### src/rtl/cma_pkg.sv
// Shared constants, types and helper functions of the covariance matrix accumulator.
package cma_pkg;

   // Sizes of the vector and of the lower-triangle store
   localparam int DIM_MAX   = 64;
   localparam int DIM_AW    = $clog2(DIM_MAX);
   localparam int DIM_W     = $clog2(DIM_MAX + 1);
   localparam int TRI_DEPTH = (DIM_MAX * (DIM_MAX + 1)) / 2;
   localparam int TRI_AW    = $clog2(TRI_DEPTH);

   // Field widths
   localparam int KIND_W    = 2;
   localparam int SAMPLE_W  = 16;
   localparam int IDX_W     = 6;
   localparam int ENTRY_W   = 32;
   localparam int STATUS_W  = 2;
   localparam int DIM_REG_W = 7;
   localparam int PROD_W    = 2 * SAMPLE_W;
   localparam int SUM_W     = 48;
   localparam int COUNT_W   = 16;

   localparam logic [DIM_REG_W-1:0] DIM_RESET = DIM_REG_W'(DIM_MAX);
   localparam logic [COUNT_W-1:0]   COUNT_MAX = '1;

   typedef enum logic [KIND_W-1:0] {
      KIND_ELEM  = 2'd0,
      KIND_READ  = 2'd1,
      KIND_CLEAR = 2'd2,
      KIND_NONE  = 2'd3
   } kind_type;

   typedef enum logic [STATUS_W-1:0] {
      ST_OK    = 2'd0,
      ST_EMPTY = 2'd1,
      ST_RANGE = 2'd2,
      ST_DROP  = 2'd3
   } status_type;

   typedef enum logic [3:0] {
      S_IDLE,
      S_DECODE,
      S_ELEM_START,
      S_ELEM_RUN,
      S_ELEM_DRAIN,
      S_READ_ADDR,
      S_READ_WAIT,
      S_DIV,
      S_RESP
   } state_type;

   // Commands from the controller to the datapath
   typedef struct packed {
      logic       load_item;
      logic       elem_start;
      logic       elem_issue;
      logic       read_issue;
      logic       div_start;
      logic       clear;
      logic       rsp_load;
      status_type rsp_status;
   } cmd_type;

   // Status from the datapath to the controller
   typedef struct packed {
      kind_type kind;
      logic     count_full;
      logic     count_zero;
      logic     out_of_range;
      logic     last_issue;
      logic     pipe_busy;
      logic     div_done;
      logic     rsp_free;
   } stat_type;

   // Address of the first entry of a row in the lower triangle: r*(r+1)/2
   function automatic logic [TRI_AW-1:0] tri_row_base(input logic [DIM_AW-1:0] r);
      logic [DIM_AW:0]   r1;
      logic [2*DIM_AW+1:0] prod;
      r1   = (DIM_AW + 1)'(r) + (DIM_AW + 1)'(1);
      prod = (2 * DIM_AW + 2)'(r) * (2 * DIM_AW + 2)'(r1);
      return TRI_AW'(prod >> 1);
   endfunction

endpackage

### src/rtl/cma_ctrl.sv
// Controller state machine that sequences element updates, reads and clears.
module cma_ctrl (
   input  logic               clock,
   input  logic               reset,
   input  logic               req_valid,
   output logic               req_ready,
   input  cma_pkg::stat_type  stat,
   output cma_pkg::cmd_type   cmd
);
   import cma_pkg::*;

   state_type  state_ff, state_in;
   status_type status_ff, status_in;

   // State register; the pending status needs no reset
   always_ff @(posedge clock) begin
      if (reset) begin
         state_ff <= S_IDLE;
      end else begin
         state_ff <= state_in;
      end
      status_ff <= status_in;
   end

   // Next state and commands
   always_comb begin
      state_in       = state_ff;
      status_in      = status_ff;
      cmd            = '0;
      cmd.rsp_status = status_ff;
      req_ready      = 1'b0;

      case (state_ff)
         S_IDLE: begin
            req_ready = 1'b1;
            if (req_valid) begin
               cmd.load_item = 1'b1;
               state_in      = S_DECODE;
            end
         end
         S_DECODE: begin
            case (stat.kind)
               KIND_ELEM: begin
                  if (stat.count_full) begin
                     status_in = ST_DROP;
                     state_in  = S_RESP;
                  end else begin
                     state_in = S_ELEM_START;
                  end
               end
               KIND_READ: begin
                  // The range check comes before the empty check
                  if (stat.out_of_range) begin
                     status_in = ST_RANGE;
                     state_in  = S_RESP;
                  end else if (stat.count_zero) begin
                     status_in = ST_EMPTY;
                     state_in  = S_RESP;
                  end else begin
                     state_in = S_READ_ADDR;
                  end
               end
               KIND_CLEAR: begin
                  cmd.clear = 1'b1;
                  state_in  = S_IDLE;
               end
               default: begin
                  state_in = S_IDLE;
               end
            endcase
         end
         S_ELEM_START: begin
            cmd.elem_start = 1'b1;
            state_in       = S_ELEM_RUN;
         end
         S_ELEM_RUN: begin
            cmd.elem_issue = 1'b1;
            if (stat.last_issue) begin
               state_in = S_ELEM_DRAIN;
            end
         end
         S_ELEM_DRAIN: begin
            if (!stat.pipe_busy) begin
               state_in = S_IDLE;
            end
         end
         S_READ_ADDR: begin
            cmd.read_issue = 1'b1;
            state_in       = S_READ_WAIT;
         end
         S_READ_WAIT: begin
            cmd.div_start = 1'b1;
            status_in     = ST_OK;
            state_in      = S_DIV;
         end
         S_DIV: begin
            if (stat.div_done) begin
               state_in = S_RESP;
            end
         end
         S_RESP: begin
            if (stat.rsp_free) begin
               cmd.rsp_load = 1'b1;
               state_in     = S_IDLE;
            end
         end
         default: begin
            state_in = S_IDLE;
         end
      endcase
   end
endmodule

### config.mk
export PLATFORM = sky130hd
export DESIGN_NAME = cma_ctrl
export DESIGN_NICKNAME = d
export VERILOG_FILES = /design/src/rtl/cma_pkg.sv /design/src/rtl/cma_ctrl.sv
export SDC_FILE = /design/constraint.sdc
export NUM_CORES = 1
export LEC_CHECK = 0
export BUFFER_PORTS_ARGS = -buffer_cell sky130_fd_sc_hd__buf_2
export CORE_UTILIZATION = 23
export DETAILED_ROUTE_END_ITERATION = 8
export GPL_ROUTABILITY_DRIVEN = 0
export SLEW_MARGIN = 15
export SYNTH_ARGS = -nofsm -noshare
export SYNTH_HDL_FRONTEND = slang
export SYNTH_SLANG_ARGS = --single-unit
export TNS_END_PERCENT = 50
### constraint.sdc
create_clock -name clock -period 1.97 [get_ports clock]
set_clock_uncertainty 0.1 [all_clocks]
set_input_delay 0.2955 -clock clock [delete_from_list [all_inputs] [get_ports clock]]
set_output_delay 0.2955 -clock clock [all_outputs]
set_load 0.005 [all_outputs]
# Yosys cells after proc, flatten, opt, wreduce, memory -nomap -nowiden
# Cells that the tools add are included.
[totals]
ff_bits = 6
latch_bits = 0
mem_bits_rw = 0
romBits = 0
inputBits = 12
out_inout_bits = 10
wordCells = 51
mem_count = 0
[op_classes]
addsub = 0
multipliers = 0
n_div = 0
order_cmp = 0
eq_ne = 18
shifts = 0
mux = 26
n_bitwise = 0
n_reduce_logical = 5
[ops]
columns = ["operator", "count"]
rows = [
  ["one-hot mux 4 bit (9 select lines)", 1],
  ["2-to-1 mux 4 bit", 8],
  ["equality test 4 x 3 -> 1 bit, second input constant", 4],
  ["2-to-1 mux 1 bit", 11],
  ["!= test 2 bit, second input constant", 5],
  ["equality test 4 x 2 -> 1 bit, second input constant", 2],
  ["one-hot mux 2 bit (2 select lines)", 2],
  ["one-hot mux 4 bit (2 select lines)", 1],
  ["2-to-1 mux 2 bit", 3],
  ["AND reduction 5 bit", 1],
  ["equality test 4 x 1 -> 1 bit, second input constant", 1],
  ["equality test 4 bit, second input constant", 1],
  ["logical NOT 4 bit", 1],
  ["!= test 4 bit, second input constant", 1],
  ["AND reduction 4 bit", 1],
  ["!= test 3 x 1 -> 1 bit, second input constant", 1],
  ["!= test 3 bit, second input constant", 1],
  ["equality test 2 x 1 -> 1 bit, second input constant", 1],
  ["equality test 2 bit, second input constant", 1],
  ["logical NOT 2 bit", 1],
  ["nonzero test 2 bit", 1],
]

# Longest topological paths before layout
[depth]
depth_word = 4
depth_mapped = 6
depth_no_buf = 4

# Worst setup path after synthesis
# OpenSTA, ideal clock, no wires.
[synth_timing]
kind = "register -> register"
start = "register state_ff[2]"
end = "register status_ff[0] (enable)"
setup_ns = 0.292
t_arrival_ns = 1.325
required_time_ns = 1.578
setup_slack_ns = 0.253
path_stages_with_launch = 5
path_buffers = 1
synth_period_minus_slack_ns = 1.717
cell_sequence = "dfxtp_1 -> clkbuf_2 -> or4b_4 -> nor4_2 -> or2_2"
[synth_via]
elab_chain_cells = 3
elab_cells_between_ends = 7
cone_classes = "eq/ne (5); reduce/logical (2)"
[synth_lines]
columns = ["item", "line", "rtl"]
rows = [
  ["from (decl)", "cma_ctrl.sv:12", "state_type state_ff, state_in;"],
  ["from (signal assigned)", "cma_ctrl.sv:20", "state_ff <= state_in;"],
  ["equality test 4 x 1 -> 1 bit / equality test 4 x 3 -> 1 bit (equally long branches)", "cma_ctrl.sv:33", "case (state_ff)"],
  ["!= test 4 bit (no line) (tied with other cells)", "--", ""],
  ["AND reduction 4 bit (no line) (*)", "--", ""],
  ["to (signal assigned)", "cma_ctrl.sv:22", "status_ff <= status_in;"],
  ["to (decl)", "cma_ctrl.sv:13", "status_type status_ff, status_in;"],
]
# Mark *: on every way between the ends. The rest lies on a longest branch, timed or not.
# A chain may end at the register's enable or synchronous reset.

==> flow_summary.toml <==
[finish]
layout_common_cells = "buf_2 (21), a21oi_1 (6), buf_4 (5)"
fin_cells = 113
area.growth.synth_to_final_pct = 37.2
drive_gt1_frac = 0.384
antenna_cells = 0
layout.nets = 99
design_area_um2 = 659
final_common_cell = "buf_2"
post-route-util = 0.336
num-fill-cells = 234

[route]
via_count = 543
drt-pass1-iter-count = 4
drc = 0
ant_nets = 0
wl_per_cell_um = 9.96
vias_per_cell = 4.81
totalWireLength_mm = 1.13
drt_first_iter_violations = 17

[synthesis]
syn_inst = 61
async_flop_share = 0
synth_edf_count = 2
synth_nets = 73
avgSynthCellArea_um2 = 7.88
yosys_most_used_dff = "dfxtp_1"
ys_seq_elements = 6
synth_area_um2 = 480
synth_cell_type_count = 32
yosysWarningCount = 0
yosysSeqAreaShare = 0.292

[timing]
rsz0062_at_grt = "no"
worst_pin_slew_ns = 0.398
final-hold-violation-count = 0
slew_headroom = 0.732
hold_slack_ns = 0.182
tns_ns = 0
fin_ws_ns = 0.126
post-route-period-util = 0.936
slew_viol_final = 0
post-route-min-period_ns = 1.84
fmax_mhz = 542
setup_violations = 0

[clocking]
cts_tree = "yes"
cts.path.max_buffers = 2
htree_levels = 1
clk_pin_slew_ns = 0.04
clk_latency_ns = 0.24
clock-root-buffer = "clkbuf_4"
clock-sinks = 6
hold_buffers = 0
cts_buffers = 3
cts_resized = 0
post_cts.repair.setup_buffers = 0

[worst_setup_path]
cp.arrival_ns = 1.45
crit_fanout = 11
max_stage_delay_ns = 0.38
cp.required_ns = 1.57
path_class = "register to output port"
critPathCaptureType = "output port"
start_kind = "register"
path_cells = "buf_4 > nand2b_1 > nor3b_1 > buf_2"
slowest_stage = "nor3b_1"

[grt]
grt_pass1_wl_mm = 1.66
gr-total-overflow = 0
grt_usage = 0.106
first_global_vias = 405
grt_start_max_net_pins = 16
grt_antenna_before_repair = 0

[die]
dieArea_um2 = 2280
initial_core_util = 0.245
io_pins = 22
rows = 16
core-area_um2 = 1960
die_x_um = 47.7
fp.dieH_um = 47.7

[power]
p_per_area_nw_per_um2 = 645
power_mw = 0.425
p_leak_nw = 0.286
ir_drop_mv = 0.312

[hold_path]
hp-class = "input port to register"

[placed_design]
place_area_um2 = 633
dp.cells = 109
io_buffers = 21
dp_slack_ns = 0.291
dp_hpwl_um = 825

[status]
status = "finished clean"

[run]
drv_cap = 0
==> state kept, by name (all words and copies together) (netlist names) <==
signal and flops:
status_ff 2, state_ff 4
==> path summary, 6_finish.rpt <==
kind                                  start  slack [ns]      endpoint  depth (start not counted)
worst max-delay path            state_ff[3]        0.13        cmd[4]                          4
worst max register to register  state_ff[3]        0.29  status_ff[0]                          3
worst min register to register  state_ff[0]        0.59   state_ff[1]                          3
worst min-delay path                  reset        0.18   state_ff[1]                          2
==> cells in the mapped netlist (all sizes together) (2+ instances only) <==
| cell type | number | area share |
|---|---|---|
| mux2i | 2 | 0.042 |
| nor2 | 4 | 0.031 |
| edfxtp | 2 | 0.13 |
| buf | 3 | 0.031 |
| nand2b | 3 | 0.039 |
| nor3 | 4 | 0.042 |
| nor3b | 3 | 0.047 |
| a21oi | 6 | 0.063 |
| a31oi | 3 | 0.039 |
| nand2 | 2 | 0.016 |
| nor4 | 2 | 0.039 |
| clkbuf | 2 | 0.018 |
| dfxtp | 4 | 0.17 |
| nand3 | 2 | 0.021 |
| inv | 4 | 0.031 |
==> worst max-delay path, delay by kind of cell (launching register included) <==
kind,cells,cell delay [ns]
DFF,1,0.30
and+or+nand+nor,2,0.55
buffers and inverters,2,0.36
==> cell families (layout without fill, tap and decap cells) <==
group,after synthesis,in the layout,share of synthesized area
simple gates,29,29,0.385
compound gates,15,15,0.201
buf+inv,9,34,0.0807
flops,6,6,0.292
mux,2,2,0.0417
==> report_power, final <==
part | switching [mW] | internal [mW] | total [mW]
sequential | 0.00451 | 0.140 | 0.144
combinational | 0.0832 | 0.0784 | 0.162
clock | 0.0424 | 0.0766 | 0.119
total | 0.130 | 0.295 | 0.425
==> metal layers <==
| layer | global-route usage | up-vias | wire length, um |
|---|---|---|---|
| li1 | - | 277 | - |
| met2 | 0.157 | 24 | 506 |
| met5 | 0 | - | 0 |
| met3 | 0.0453 | 0 | 84 |
| met1 | 0.140 | 242 | 535 |
| met4 | 0.0333 | 0 | 0 |
==> area by class of cell <==
type | count | area (um^2) | area share
multi-input combinational | 46 | 302 | 0.457
clock buffer | 4 | 26.3 | 0.0398
sequential | 6 | 140 | 0.213
inverter | 4 | 15.0 | 0.0228
tap | 27 | 33.8 | 0.0512
timing repair buffer | 26 | 143 | 0.216
No activity file was read; power rests on OpenSTA's default activity.
